--- src/rtl/upd_pkg.sv ---
// Package for the URL percent decoder: character codes, queue sizing and
// the result bundle that travels from the front end to the back end.
// No dependencies.
package upd_pkg;

    localparam int unsigned QUEUE_DEPTH = 2;

    localparam logic [7:0] CH_NUL       = 8'h00;
    localparam logic [7:0] CH_PERCENT   = 8'h25;
    localparam logic [7:0] CH_QUESTION  = 8'h3F;
    localparam logic [7:0] CH_PLUS      = 8'h2B;
    localparam logic [7:0] CH_SPACE     = 8'h20;
    localparam logic [7:0] CH_CR        = 8'h0D;
    localparam logic [7:0] CH_LF        = 8'h0A;
    localparam logic [7:0] CH_QUOTE     = 8'h22;
    localparam logic [7:0] CH_BACKSLASH = 8'h5C;
    localparam logic [7:0] CH_ALL_ONES  = 8'hFF;

    typedef enum logic [1:0] {
        PH_IDLE    = 2'd0,
        PH_PERCENT = 2'd1,
        PH_DIGIT   = 2'd2,
        PH_UNUSED  = 2'd3
    } t_phase;

    typedef struct packed {
        logic [1:0]      last_idx;
        logic            term;
        logic [2:0][7:0] data;
    } t_bundle;

endpackage

--- src/rtl/upd_front.sv ---
// Front end of the URL percent decoder: accepts input bytes, tracks the
// escape phase and turns each byte into a bundle of up to three results.
// Depends on upd_pkg.
module upd_front (
    input  logic             i_clk,
    input  logic             i_rst_n,
    input  logic             i_cfg_wr_en,
    input  logic             i_cfg_allow_cr,
    input  logic             i_valid,
    input  logic [7:0]       i_char_byte,
    input  logic             i_queue_full,
    output logic             o_ready,
    output logic             o_push,
    output upd_pkg::t_bundle o_bundle
);
    import upd_pkg::*;

    logic       r_allow_cr;
    t_phase     r_phase, n_phase;
    logic [7:0] r_held, n_held;
    logic       r_halted, n_halted;

    logic            accept;
    logic [1:0]      cnt;
    logic [2:0][7:0] data;
    logic            term;
    logic            has_any;

    function automatic logic is_hex(input logic [7:0] c);
        return (c >= 8'h30 && c <= 8'h39) || (c >= 8'h61 && c <= 8'h66) ||
               (c >= 8'h41 && c <= 8'h46);
    endfunction

    function automatic logic [3:0] hex_val(input logic [7:0] c);
        logic [7:0] v;
        v = 8'h00;
        if (c >= 8'h30 && c <= 8'h39) begin
            v = c - 8'h30;
        end else if (c >= 8'h61 && c <= 8'h66) begin
            v = c - 8'h57;
        end else if (c >= 8'h41 && c <= 8'h46) begin
            v = c - 8'h37;
        end
        return v[3:0];
    endfunction

    assign o_ready = !i_queue_full;
    assign accept  = i_valid && o_ready;

    always_comb begin
        logic       do_plain;
        logic [7:0] u;
        cnt      = 2'd0;
        data     = '0;
        term     = 1'b0;
        has_any  = 1'b0;
        do_plain = 1'b0;
        u        = {hex_val(r_held), hex_val(i_char_byte)};
        n_phase  = r_phase;
        n_held   = r_held;
        n_halted = r_halted;

        if (i_char_byte == CH_NUL) begin
            if (!r_halted) begin
                if (r_phase == PH_PERCENT) begin
                    data[cnt] = CH_PERCENT;
                    cnt       = cnt + 2'd1;
                end else if (r_phase == PH_DIGIT) begin
                    data[cnt] = CH_PERCENT;
                    cnt       = cnt + 2'd1;
                    data[cnt] = r_held;
                    cnt       = cnt + 2'd1;
                end
            end
            data[cnt] = CH_NUL;
            term      = 1'b1;
            has_any   = 1'b1;
            n_phase   = PH_IDLE;
            n_held    = '0;
            n_halted  = 1'b0;
        end else if (r_halted) begin
            has_any = 1'b0;
        end else if (r_phase == PH_PERCENT) begin
            if (is_hex(i_char_byte)) begin
                n_held  = i_char_byte;
                n_phase = PH_DIGIT;
            end else begin
                n_phase   = PH_IDLE;
                data[cnt] = CH_PERCENT;
                cnt       = cnt + 2'd1;
                do_plain  = 1'b1;
            end
        end else if (r_phase == PH_DIGIT) begin
            n_phase = PH_IDLE;
            if (is_hex(i_char_byte)) begin
                if (r_allow_cr && u != CH_CR) begin
                    data[cnt] = u;
                    cnt       = cnt + 2'd1;
                end else if (!r_allow_cr && u != CH_CR && u != CH_LF) begin
                    if (u == CH_QUOTE || u == CH_BACKSLASH) begin
                        data[cnt] = CH_BACKSLASH;
                        cnt       = cnt + 2'd1;
                    end else if (u == CH_ALL_ONES) begin
                        data[cnt] = CH_ALL_ONES;
                        cnt       = cnt + 2'd1;
                    end
                    data[cnt] = u;
                    cnt       = cnt + 2'd1;
                end
            end else begin
                data[cnt] = CH_PERCENT;
                cnt       = cnt + 2'd1;
                data[cnt] = r_held;
                cnt       = cnt + 2'd1;
                do_plain  = 1'b1;
            end
        end else begin
            n_phase  = PH_IDLE;
            do_plain = 1'b1;
        end

        if (do_plain) begin
            if (i_char_byte == CH_PERCENT) begin
                n_phase = PH_PERCENT;
            end else if (!r_allow_cr && i_char_byte == CH_QUESTION) begin
                n_halted = 1'b1;
            end else if (i_char_byte == CH_PLUS) begin
                data[cnt] = CH_SPACE;
                cnt       = cnt + 2'd1;
            end else begin
                data[cnt] = i_char_byte;
                cnt       = cnt + 2'd1;
            end
        end

        if (cnt != 2'd0 && !term) begin
            has_any = 1'b1;
        end
    end

    assign o_push            = accept && has_any;
    assign o_bundle.data     = data;
    assign o_bundle.term     = term;
    assign o_bundle.last_idx = term ? cnt : cnt - 2'd1;

    always_ff @(posedge i_clk) begin
        if (!i_rst_n) begin
            r_allow_cr <= 1'b0;
            r_phase    <= PH_IDLE;
            r_held     <= '0;
            r_halted   <= 1'b0;
        end else begin
            if (i_cfg_wr_en) begin
                r_allow_cr <= i_cfg_allow_cr;
            end
            if (accept) begin
                r_phase  <= n_phase;
                r_held   <= n_held;
                r_halted <= n_halted;
            end
        end
    end

endmodule

--- src/rtl/upd_queue.sv ---
// Short queue of result bundles between the front end and the back end.
// Depends on upd_pkg.
module upd_queue #(
    parameter int unsigned DEPTH = upd_pkg::QUEUE_DEPTH
) (
    input  logic             i_clk,
    input  logic             i_rst_n,
    input  logic             i_push,
    input  upd_pkg::t_bundle i_wr_bundle,
    input  logic             i_pop,
    output logic             o_full,
    output logic             o_empty,
    output upd_pkg::t_bundle o_rd_bundle
);
    import upd_pkg::*;

    localparam int unsigned PTR_W = (DEPTH > 1) ? $clog2(DEPTH) : 1;
    localparam int unsigned CNT_W = $clog2(DEPTH + 1);
    localparam logic [PTR_W-1:0] PTR_LAST = PTR_W'(DEPTH - 1);
    localparam logic [CNT_W-1:0] CNT_FULL = CNT_W'(DEPTH);

    t_bundle          r_mem [DEPTH];
    logic [PTR_W-1:0] r_wr_ptr, r_rd_ptr;
    logic [CNT_W-1:0] r_count;
    logic             do_push, do_pop;

    assign o_full      = (r_count == CNT_FULL);
    assign o_empty     = (r_count == '0);
    assign o_rd_bundle = r_mem[r_rd_ptr];
    assign do_push     = i_push && !o_full;
    assign do_pop      = i_pop && !o_empty;

    always_ff @(posedge i_clk) begin
        if (do_push) begin
            r_mem[r_wr_ptr] <= i_wr_bundle;
        end
    end

    always_ff @(posedge i_clk) begin
        if (!i_rst_n) begin
            r_wr_ptr <= '0;
            r_rd_ptr <= '0;
            r_count  <= '0;
        end else begin
            if (do_push) begin
                r_wr_ptr <= (r_wr_ptr == PTR_LAST) ? '0 : r_wr_ptr + 1'b1;
            end
            if (do_pop) begin
                r_rd_ptr <= (r_rd_ptr == PTR_LAST) ? '0 : r_rd_ptr + 1'b1;
            end
            if (do_push && !do_pop) begin
                r_count <= r_count + 1'b1;
            end else if (do_pop && !do_push) begin
                r_count <= r_count - 1'b1;
            end
        end
    end

endmodule

--- src/rtl/upd_back.sv ---
// Back end of the URL percent decoder: walks through the head bundle and
// presents one result per cycle on the output channel while it is ready.
// Depends on upd_pkg.
module upd_back (
    input  logic             i_clk,
    input  logic             i_rst_n,
    input  logic             i_empty,
    input  upd_pkg::t_bundle i_head,
    input  logic             i_ready,
    output logic             o_pop,
    output logic             o_valid,
    output logic [7:0]       o_out_byte,
    output logic             o_last_of_run,
    output logic             o_string_end
);
    import upd_pkg::*;

    logic [1:0] r_idx;
    logic       take;

    assign o_valid       = !i_empty;
    assign o_out_byte    = i_head.data[r_idx];
    assign o_last_of_run = (r_idx == i_head.last_idx);
    assign o_string_end  = o_last_of_run && i_head.term;
    assign take          = o_valid && i_ready;
    assign o_pop         = take && o_last_of_run;

    always_ff @(posedge i_clk) begin
        if (!i_rst_n) begin
            r_idx <= '0;
        end else if (take) begin
            r_idx <= o_last_of_run ? 2'd0 : r_idx + 2'd1;
        end
    end

endmodule

--- src/rtl/url_percent_decoder_top.sv ---
// Top level of the URL percent decoder: front end, bundle queue, back end.
// Depends on upd_pkg, upd_front, upd_queue and upd_back.
//
// Decodes a zero-terminated URL string arriving one byte per request and
// emits decoded bytes, one per result request. A byte that gives at most one
// result is taken every cycle while the queue is not full; a byte that gives
// several results holds the single-result output port until all of them are
// taken. The queue of DEPTH bundles lets the input side keep taking bytes
// while results wait. The first result of a byte appears only after its
// bundle has been registered in the queue. A byte that gives no result
// (start of an escape, text after a stopping question mark) is absorbed
// without a queue entry.
module url_percent_decoder_top #(
    parameter int unsigned DEPTH = upd_pkg::QUEUE_DEPTH
) (
    input  logic       i_clk,
    input  logic       i_rst_n,
    input  logic       i_cfg_wr_en,
    input  logic       i_cfg_allow_cr,
    input  logic       i_valid,
    output logic       o_ready,
    input  logic [7:0] i_char_byte,
    output logic       o_valid,
    input  logic       i_ready,
    output logic [7:0] o_out_byte,
    output logic       o_last_of_run,
    output logic       o_string_end
);
    import upd_pkg::*;

    t_bundle wr_bundle, head;
    logic    push, pop, full, empty;

    upd_front u_front (
        .i_clk         (i_clk),
        .i_rst_n       (i_rst_n),
        .i_cfg_wr_en   (i_cfg_wr_en),
        .i_cfg_allow_cr(i_cfg_allow_cr),
        .i_valid       (i_valid),
        .i_char_byte   (i_char_byte),
        .i_queue_full  (full),
        .o_ready       (o_ready),
        .o_push        (push),
        .o_bundle      (wr_bundle)
    );

    upd_queue #(
        .DEPTH(DEPTH)
    ) u_queue (
        .i_clk      (i_clk),
        .i_rst_n    (i_rst_n),
        .i_push     (push),
        .i_wr_bundle(wr_bundle),
        .i_pop      (pop),
        .o_full     (full),
        .o_empty    (empty),
        .o_rd_bundle(head)
    );

    upd_back u_back (
        .i_clk        (i_clk),
        .i_rst_n      (i_rst_n),
        .i_empty      (empty),
        .i_head       (head),
        .i_ready      (i_ready),
        .o_pop        (pop),
        .o_valid      (o_valid),
        .o_out_byte   (o_out_byte),
        .o_last_of_run(o_last_of_run),
        .o_string_end (o_string_end)
    );

endmodule

--- config.mk ---
export PLATFORM = sky130hd
export DESIGN_NAME = url_percent_decoder_top
export DESIGN_NICKNAME = d
export VERILOG_FILES = /design/src/rtl/upd_pkg.sv /design/src/rtl/upd_front.sv /design/src/rtl/upd_queue.sv /design/src/rtl/upd_back.sv /design/src/rtl/url_percent_decoder_top.sv
export SDC_FILE = /design/constraint.sdc
export NUM_CORES = 1
export LEC_CHECK = 0
export ABC_AREA = 0
export BUFFER_PORTS_ARGS = -buffer_cell sky130_fd_sc_hd__buf_4
export CAP_MARGIN = 5
export CORE_AREA = 2 2 109 111
export CTS_BUF_LIST = sky130_fd_sc_hd__clkbuf_2
export CTS_CLUSTER_DIAMETER = 60
export CTS_CLUSTER_SIZE = 10
export DETAILED_ROUTE_END_ITERATION = 7
export DIE_AREA = 0 0 111 113
export PLACE_DENSITY = 0.56
export SLEW_MARGIN = 20
export SYNTH_ARGS = -nofsm -noshare
export SYNTH_HDL_FRONTEND = slang
export SYNTH_SLANG_ARGS = --single-unit
export TNS_END_PERCENT = 30
--- constraint.sdc ---
create_clock -name i_clk -period 10.4 [get_ports i_clk]
set_input_delay 0 -clock i_clk [delete_from_list [all_inputs] [get_ports i_clk]]
set_output_delay 0 -clock i_clk [all_outputs]
set_load 0.1 [all_outputs]
### After elaboration in Yosys (flattened, before gate mapping)

Memory sizes are Yosys's and may differ from the RTL's. A register that Yosys moved wholly into a read port is not among the register bits.
Cells that the tools add are included.

* word-level logic and storage cells: 199
* memories kept: 1
* RAM bits: 54
* register bits: 18
* output and inout bits: 12

Memory list
* u_queue.r_mem: depth 2, bits a word 27, read ports 1, clocked after Yosys merged registers in 1, wr ports 1, line upd_queue.sv:22 `t_bundle r_mem [DEPTH];`

* mux-type cells: 100
* $add $sub $neg: 14
* reductions and logical operators: 39
* bitwise operators: 5
* magnitude comparators: 19
* equality and inequality tests: 13

Operators by type and width (number)
* 2-to-1 mux 24 bit: 8
* 2-to-1 mux 8 bit: 22
* 2-to-1 mux 16 bit: 6
* 2-to-1 mux 2 bit: 32
* bitwise mux 24 bit: 2
* demux 8 bit (select 2 bit): 3
* == test 8 x 6 -> 1 bit (second input constant): 4
* >= comparator 8 x 7 -> 1 bit (second input constant): 4
* less-or-equal comparator 8 x 7 -> 1 bit (second input constant): 4
* AND 16 x 24 -> 24 bit: 1
* 2-to-1 mux 4 bit: 6
* inverter 24 bit: 1
* logical AND 1 bit: 23
* AND 21 bit: 1
* inverter 21 bit: 1
* 2-to-1 mux 1 bit: 19
* binary-select mux 8 bit (select 2 bit): 1
* >= comparator 8 x 6 -> 1 bit (second input constant): 2
* less-or-equal comparator 8 x 6 -> 1 bit (second input constant): 2
* != test 8 x 4 -> 1 bit (second input constant): 2
* subtractor 4 x 3 -> 4 bit (second input constant): 4
* < comparator 2 x 3 -> 1 bit (second input constant): 4
* adder 2 x 1 -> 2 bit (second input constant): 4
* == test 8 x 7 -> 1 bit (second input constant): 1
* other kinds (17): 33

### Depth between registers and ports, before layout

Gate-level depths: netlist (run 1).

* word-level depth: 36
* depth in mapped cells: 20

### Cells and area by module

Synthesis (run 1) repeated with hierarchy kept, for this count alone.

* cell total of the unflattened synthesis: 436
* area total of the unflattened synthesis: 4516.8 sq um

Modules (own cells, without submodules)
* upd_queue: sequential area each 1721.7 sq um, cells each 109, times used 1, area each 2179.6 sq um
* upd_front: sequential area each 240.2 sq um, cells each 283, times used 1, area each 2021.9 sq um
* upd_back: sequential area each 40.0 sq um, cells each 44, times used 1, area each 315.3 sq um

### Worst setup path after synthesis (run 1)

No wires, ideal clock.

* path type: reg2out
* from: register with a tool-made name
* to: output o_string_end
* data required time: 10400 ps
* cell stages (with the launch flop): 6
* path slack: 5501 ps
* data arrival time: 4899 ps
* buffers on the path: 1
* cells stage by stage: dfxtp_1 clkbuf_1 mux2i_1 xnor2_1 nor3_1 nor2b_1

RTL lines
* end: declaration: line url_percent_decoder_top.sv:27 `output logic o_string_end`

### Worst setup path in the final report (run 1)

* from: input i_char_byte[0]
* to: register u_queue.r_count[1]

* longest elaborated chain between the ends: 35
* elaborated cells between the ends (all ways): 69
* those cells by class: add/sub (5); order compare (6); eq/ne (7); mux (31); reduce/logical (20)

RTL lines
* start: declaration: line url_percent_decoder_top.sv:22 `input logic [7:0] i_char_byte,`
* >= comparator 8 x 7 -> 1 bit or less-or-equal comparator 8 x 7 -> 1 bit (tied branches): line upd_front.sv:31, upd_front.sv:41
* logical AND 1 bit: line upd_front.sv:31, upd_front.sv:41
* 2-to-1 mux 4 bit: line upd_front.sv:41 `end else if (c >= 8'h41 && c <= 8'h46) begin`
* 2-to-1 mux 4 bit: line upd_front.sv:39 `end else if (c >= 8'h61 && c <= 8'h66) begin`
* 2-to-1 mux 4 bit: line upd_front.sv:37 `if (c >= 8'h30 && c <= 8'h39) begin`
* == test 8 bit, or another cell as far along: line upd_front.sv:103 `end else if (u == CH_ALL_ONES) begin`
* 2-to-1 mux 1 bit or logical OR 1 bit (tied branches): line upd_front.sv:103, upd_front.sv:100
* 2-to-1 mux 2 bit: line upd_front.sv:100 `if (u == CH_QUOTE || u == CH_BACKSLASH) begin`
* [19 not listed]
* nonzero test 2 bit: line upd_front.sv:136 `if (cnt != 2'd0 && !term) begin`
* logical AND 1 bit: line upd_front.sv:136
* 2-to-1 mux 1 bit (*): line upd_front.sv:136
* logical AND 1 bit (*): line upd_front.sv:141 `assign o_push = accept && has_any;`
* logical AND 1 bit (*): line upd_queue.sv:30 `assign do_push = i_push && !o_full;`
* zero test 1 bit: line upd_queue.sv:53 `end else if (do_pop && !do_push) begin`
* logical AND 1 bit: line upd_queue.sv:53
* nonzero test 2 bit (no line)
* end signal: assignment: line upd_queue.sv:52 `r_count <= r_count + 1'b1;`
* end signal: assignment: line upd_queue.sv:54 `r_count <= r_count - 1'b1;`
* end: declaration: line upd_queue.sv:24 `logic [CNT_W-1:0] r_count;`

Mark *: on every way between the ends. The rest lies on a longest branch, timed or not. The select of a mux whose other input is x is not followed.
A chain may end at the register's enable or synchronous reset.

==> results of run 1 <==
[layout make-up]
class	instances	area, µm²	area share, %
Multi-Input combinational cell	319	2290	45.7
Sequential cell	73	2000	40.0
Timing Repair Buffer	42	348	6.95
Clock buffer	9	45.0	0.900
Tap cell	143	179	3.58
Inverter	22	82.6	1.65
Clock inverter	6	60.1	1.20
[layout by cell type (no fill, tap or decap), drive strengths merged, types with 14 or more instances in the layout]
master	netlist	layout
buf	3	29
a21oi	14	14
nand2	34	34
ha	16	16
nor2	31	31
mux2i	20	20
edfxtp	54	54
dfxtp	19	19
inv	21	21
[registers in the layout (all words and copies together) (netlist names), named ones only]
name / count
u_back.r_idx: 2
u_front.r_halted: 1
u_queue.r_wr_ptr: 1
u_queue.r_mem: 54
u_queue.r_rd_ptr: 1
u_queue.r_count: 2
u_front.r_phase: 2
u_front.r_held: 8
u_front.r_allow_cr: 1
[timing repair]
action,4_1_cts,5_1_grt
hold endpoints to repair,51,0
resized for setup,0,0
hold buffers,13,0
[synthesized netlist by cell type, types with 6 or more instances]
library cell and number:
o22ai_1 13, nor2b_1 11, a21oi_1 13, o211ai_1 6, nor2_1 31, inv_1 21, and2_1 11, edfxtp_1 54
nand3_1 13, clkbuf_1 21, nand2b_1 11, and3_1 8, ha_1 16, mux4_2 8, nor3_1 12, nand2_1 34
dfxtp_1 19, o21ai_0 11, nand4_1 6, mux2i_1 20
[power by group through the flow]
stage                     Clock, W  Combinational (W)  Sequential (W)
final                     0.000151           0.000371        0.000375
after floorplan                  0           0.000302        0.000374
after global placement           0           0.000369        0.000381
after detailed placement         0           0.000370        0.000383
after CTS                 0.000158           0.000375        0.000376
after global routing      0.000172           0.000394        0.000380
[critical path: cells and delay by family]
family	cells	cell delay, ns
multiplexers	1	0.06
AND/OR/NAND/NOR	4	2.10
buffers and inverters	3	0.88
adder cells (fa/ha/maj)	4	1.09
AO/OA/AOI/OAI	6	1.26
[cell families after synthesis]
group,count (synthesis)
xor+xnor,6
simple gates,171
buf+inv,46
fa+ha+maj,16
flops,73
mux,28
compound gates,98
[path summary, 6_finish.rpt]
path	slack, ns	endpoint	start
max	5.44	u_queue.r_count[1]$_SDFFE_PN0P_	i_char_byte[0]
max reg2reg	5.67	u_queue.r_count[1]$_SDFFE_PN0P_	u_front.r_held[1]$_SDFFE_PN0P_
min	0.04	u_front.r_halted$_SDFFE_PN0P_	i_valid
min reg2reg	0.52	u_front.r_held[7]$_SDFFE_PN0P_	u_front.r_held[7]$_SDFFE_PN0P_
[per-stage QoR]
step           total power, W  setup WS [ns]
2_1_floorplan        0.000676           5.50
3_3_place_gp         0.000749           5.59
3_5_place_dp         0.000753           5.51
4_1_cts              0.000909           5.52
5_1_grt              0.000947           5.01
6_report             0.000897           5.44
[per-layer routing]
| metal | global-route usage, % | routed length, µm |
|---|---|---|
| met2 | 31.5 | 5360 |
| met1 | 24.3 | 5010 |
| met3 | 3.43 | 441 |
| met5 | 0 | 0 |
| met4 | 5.25 | 190 |
==> impl_metrics.json, run 1 <==
{
  "ios": 26,
  "final_cells": 614,
  "min_path_type": "input port to register",
  "area_delta_synth_final_pct": 12.2,
  "core_um2": 11300,
  "cellPowerDensity_nw_per_um2": 179,
  "synthSimpleGateAreaFrac_pct": 21.1,
  "synth_nets": 468,
  "cp_slowest_cell": "nor2_1",
  "cp.required_ns": 10.84,
  "min_period_ns": 4.96,
  "drive_gt1_share_pct": 14.4,
  "power_frac_clock_pct": 16.9,
  "num_vias": 3493,
  "synth_compound_area_share_pct": 16.0,
  "hold_viol": 0,
  "path_cells": "dlygate4sd3_1 > buf_4 > inv_1 > ha_1 > or4b_2 > o2111ai_1 > o22ai_1 > nor2_1 > o211ai_1 > nor3_1 > a31oi_1 > ha_1 > mux2i_1 > ha_1 > a21oi_1 > ha_1 > or3_1 > a21boi_0",
  "synth_top_family_by_area": "simple AND/OR/NAND/NOR gates",
  "grt_max_degree": 29,
  "synth_xor_xnor_area_share_pct": 1.18,
  "cellLeakagePower_nw": 1.76,
  "finalSetupTns_ns": 0,
  "synth-edff-count": 54,
  "post_cts_buffers": 0,
  "whs_ns": 0.0391,
  "maxCapViolCount": 0,
  "peakVddDrop_v": 0.000133,
  "synth_adder_area_share_pct": 4.49,
  "arrival_ns": 5.40,
  "syn_area_per_cell_um2": 10.2,
  "avgViaCountPerCell": 5.69,
  "synth_mux_area_share_pct": 8.52,
  "grt_setup_unrepaired": "false",
  "fmax_ghz": 0.202,
  "utilization_pct": 44.4,
  "cts_htree_levels": 3,
  "clk_path_buf_depth": 2,
  "synthesis.area_um2": 4460,
  "dpl-instance-area_um2": 4770,
  "antenna_found_initial": 0,
  "r2r_cells": 17,
  "portBuffers": 25,
  "slew_viol_final": 0,
  "setup.worst_path.start_class": "input port",
  "ys.flop_type": "edfxtp_1",
  "numClockSinks": 73,
  "finalClockSkew_ns": 0.0336,
  "start_util_pct": 39.6,
  "fin_crit_sh_pct": 47.7,
  "synthCells": 438,
  "post-synth-top-area-fraction_pct": 36.3,
  "die_w_um": 111,
  "setup_viol": 0,
  "rows": 39,
  "slew_headroom_pct": 34.1,
  "hold_depth": 3,
  "tightest_slew_ns": 0.988,
  "fill_cells": 1078,
  "cts_tree": "yes",
  "dp_hpwl_um": 8280,
  "routed_wl_um": 11000,
  "wl_per_cell_um": 17.9,
  "worst_path_most_repeated_cell": "ha_1",
  "grt_pass1_vias": 3447,
  "placed_cells": 586,
  "synth_area_leader_cell": "edfxtp_1",
  "ys_warn_count": 0,
  "internal-power_w": 0.000515,
  "path_max_fanout": 15,
  "route.detailed.drc": 0,
  "grt_overflow_total": 0,
  "ys_seq_elements": 73,
  "final_nets": 497,
  "status": "completed",
  "p_comb_share_pct": 41.3,
  "numCtsBuffers": 9,
  "swShare_pct": 42.6,
  "ys_seq_area_share_pct": 44.9,
  "die_y_um": 113,
  "end_kind": "register",
  "cp_slowest_stage_delay_ns": 0.71,
  "sequentialPowerShare_pct": 41.8,
  "cts.clk_slew.worst_paths_ns": 0.19,
  "dieArea_um2": 12500,
  "synth.distinct_cells": 66,
  "grt_pass1_wl_um": 18300,
  "synthTopCellsByArea": "edfxtp_1 36%, dfxtp_1 8.5%, ha_1 4.5%",
  "num_antenna_cells": 0,
  "drtIter0Drc": 211,
  "gr-usage-all-layers_pct": 18.5,
  "ys_async_sr_fraction_pct": 0,
  "clk_latency_ns": 0.51,
  "place_congestion": 0.893,
  "firstDrtPassIters": 4,
  "drtAntennaViolNets": 0,
  "p_switching_w": 0.000382,
  "cts_root_buf": "clkbuf_2",
  "critPathKind": "input port to register",
  "final_cell_area_um2": 5000
}
Power figures use the tool's default switching activity.
==> run 2, diff against run 1 <==
==> constraint.sdc (replaced) <==
create_clock -name i_clk -period 4.7 [get_ports i_clk]
set_input_delay 0 -clock i_clk [delete_from_list [all_inputs] [get_ports i_clk]]
set_output_delay 0 -clock i_clk [all_outputs]
set_load 0.1 [all_outputs]
==> impl_metrics.json, run 2 (same netlist as run 1, synthesis figures left out) <==
{
  "setup.worst_path.start_class": "register",
  "power_w": 0.00213,
  "hp-start": "i_rst_n",
  "route.detailed.drc": 0,
  "routed_wl_um": 11500,
  "numClockSinks": 73,
  "tightest_slew_ns": 1.05,
  "numCtsBuffers": 9,
  "die_w_um": 111,
  "setup_viol": 0,
  "utilization_pct": 45.7,
  "layout_setup_ws_ns": 0.347,
  "dp_slack_ns": 0.153,
  "fmax_ghz": 0.230,
  "portBuffers": 25,
  "cts_root_buf": "clkbuf_2",
  "r2r_cells": 17,
  "hold_depth": 4,
  "min_to": "u_front.r_held[7]$_SDFFE_PN0P_",
  "grt_overflow_total": 0,
  "slew_viol_final": 0,
  "final_nets": 504,
  "fill_cells": 1064,
  "clk_latency_ns": 0.55,
  "firstDrtPassIters": 5,
  "placed_cells": 592,
  "fin_crit_sh_pct": 92.6,
  "grt_max_degree": 29,
  "final_cells": 622,
  "avgViaCountPerCell": 5.79,
  "max_flop_register": "u_queue.r_mem",
  "grt_setup_unrepaired": "false",
  "drtAntennaViolNets": 0,
  "ios": 26,
  "maxCapViolCount": 0,
  "clk_path_buf_depth": 2,
  "critPathKind": "register to register",
  "status": "completed",
  "top_regs": "u_queue.r_mem x54, u_front.r_held x8",
  "dp_hpwl_um": 8330,
  "crit_start": "u_front.r_held[0]$_SDFFE_PN0P_",
  "num_vias": 3601,
  "use_met3_pct": 3.86,
  "start_util_pct": 39.6,
  "finalClockSkew_ns": 0.0275,
  "min_path_type": "input port to register",
  "path_max_fanout": 7,
  "drive_gt1_share_pct": 16.1,
  "rows": 39,
  "min_period_ns": 4.35,
  "end_kind": "register",
  "antenna_found_initial": 0,
  "grt.busiest_layer": "met2",
  "cp.required_ns": 5.18,
  "grt_pass1_vias": 3446,
  "r2r_slack_ns": 0.35,
  "cellLeakagePower_nw": 1.83,
  "gr-usage-met1_pct": 26.3,
  "met2_usage_pct": 30.9,
  "cts_tree": "yes",
  "wl_per_cell_um": 18.6,
  "cellPowerDensity_nw_per_um2": 414,
  "peakVddDrop_v": 0.000268,
  "finalSetupTns_ns": 0,
  "timing.rr.start": "u_front.r_held[0]$_SDFFE_PN0P_",
  "slew_headroom_pct": 29.8,
  "die_y_um": 113,
  "largest_reg_flops": 54,
  "hold_viol": 0,
  "area_delta_synth_final_pct": 15.5,
  "place_congestion": 0.916,
  "gr-usage-all-layers_pct": 19.2,
  "final_cell_mix": "54 x edfxtp_1, 34 x nand2_1, 33 x buf_4, 31 x nor2_1, 21 x inv_1",
  "cts.clk_slew.worst_paths_ns": 0.21,
  "post_cts_buffers": 0,
  "layout_commonest_cell": "edfxtp_1",
  "dieArea_um2": 12500,
  "num_antenna_cells": 0,
  "drtIter0Drc": 343,
  "cts_htree_levels": 3,
  "arrival_ns": 4.83,
  "core_um2": 11300,
  "reg2reg_to": "u_queue.r_count[1]$_SDFFE_PN0P_",
  "grt_pass1_wl_um": 18900
}
==> run 2: changes by cell type in the layout (fill, tap and decap cells not counted), sizes merged <==
cell,previous run,this run
clkinv,5,4
dlygate4sd3,13,14
bufinv,1,3
clkbuf,9,10
buf,29,35
clkinvlp,1,0
==> run 2: metrics by stage <==
| stage | area [µm²] | hold WS [ns] |
|---|---|---|
| final | 5150 | 0.309 |
| after CTS | 5140 | 0.263 |
| after detailed placement | 4840 | 0.272 |
| after floorplan | 4470 | 0.128 |
| after global placement | 4840 | 0.258 |
| after global routing | 5150 | 0.327 |
==> run 2: how the worst max path moves through the flow <==
stage / to / slack [ns] / depth (start not counted)
after CTS: u_queue.r_count[1]$_SDFFE_PN0P_ / 0.12 / 17
final: u_queue.r_count[1]$_SDFFE_PN0P_ / 0.35 / 17
after floorplan: u_queue.r_mem[0][0]$_DFFE_PP_ / 0.33 / 15
after global placement: u_queue.r_count[1]$_SDFFE_PN0P_ / 0.42 / 17
after detailed placement: u_queue.r_count[1]$_SDFFE_PN0P_ / 0.15 / 17
after global routing: u_queue.r_count[1]$_SDFFE_PN0P_ / 0.08 / 17
==> run 2: area by class of cell <==
| class | instances | area [µm²] | area share (%) |
|---|---|---|---|
| clock buffers | 10 | 50.0 | 0.972 |
| clock inverters | 6 | 106 | 2.06 |
| inverters | 22 | 82.6 | 1.60 |
| multi-input cells | 319 | 2300 | 44.7 |
| flip-flops and latches | 73 | 2000 | 38.9 |
| well taps | 143 | 179 | 3.47 |
| repair buffers | 49 | 428 | 8.31 |
==> run 2: what timing repair did <==
action,in CTS,in global routing
endpoints found under the hold margin,61,0
endpoints found under the setup margin,0,57
resized for setup,0,3
hold buffers,14,0
==> run 2: worst max-delay path, cell delays in order, from the launching register on <==
cell      delay (ns)
dfxtp_1         0.52
inv_1           0.12
ha_1            0.24
nor3b_2         0.18
or4_4           0.52
a22oi_2         0.22
nand4_1         0.16
o211ai_1        0.25
a21oi_1         0.13
o21ai_1         0.21
inv_1           0.10
ha_1            0.28
mux2i_1         0.06
ha_1            0.19
a21oi_1         0.24
ha_1            0.31
or3_1           0.34
a21boi_0        0.18
==> run 2: per-layer routing <==
| layer | vias to the layer above | share of wire [%] |
|---|---|---|
| met4 | 0 | 1.6 |
| li1 | 1741 | - |
| met5 | - | 0 |
| met1 | 1740 | 46 |
| met2 | 103 | 47 |
| met3 | 17 | 4.8 |
==> run 2: power breakdown <==
part / switching, W / internal [W]
Clock: 0.000232 / 0.000229
Combinational: 0.000595 / 0.000246
Sequential: 0.0000414 / 0.000789
Total: 0.000868 / 0.00126
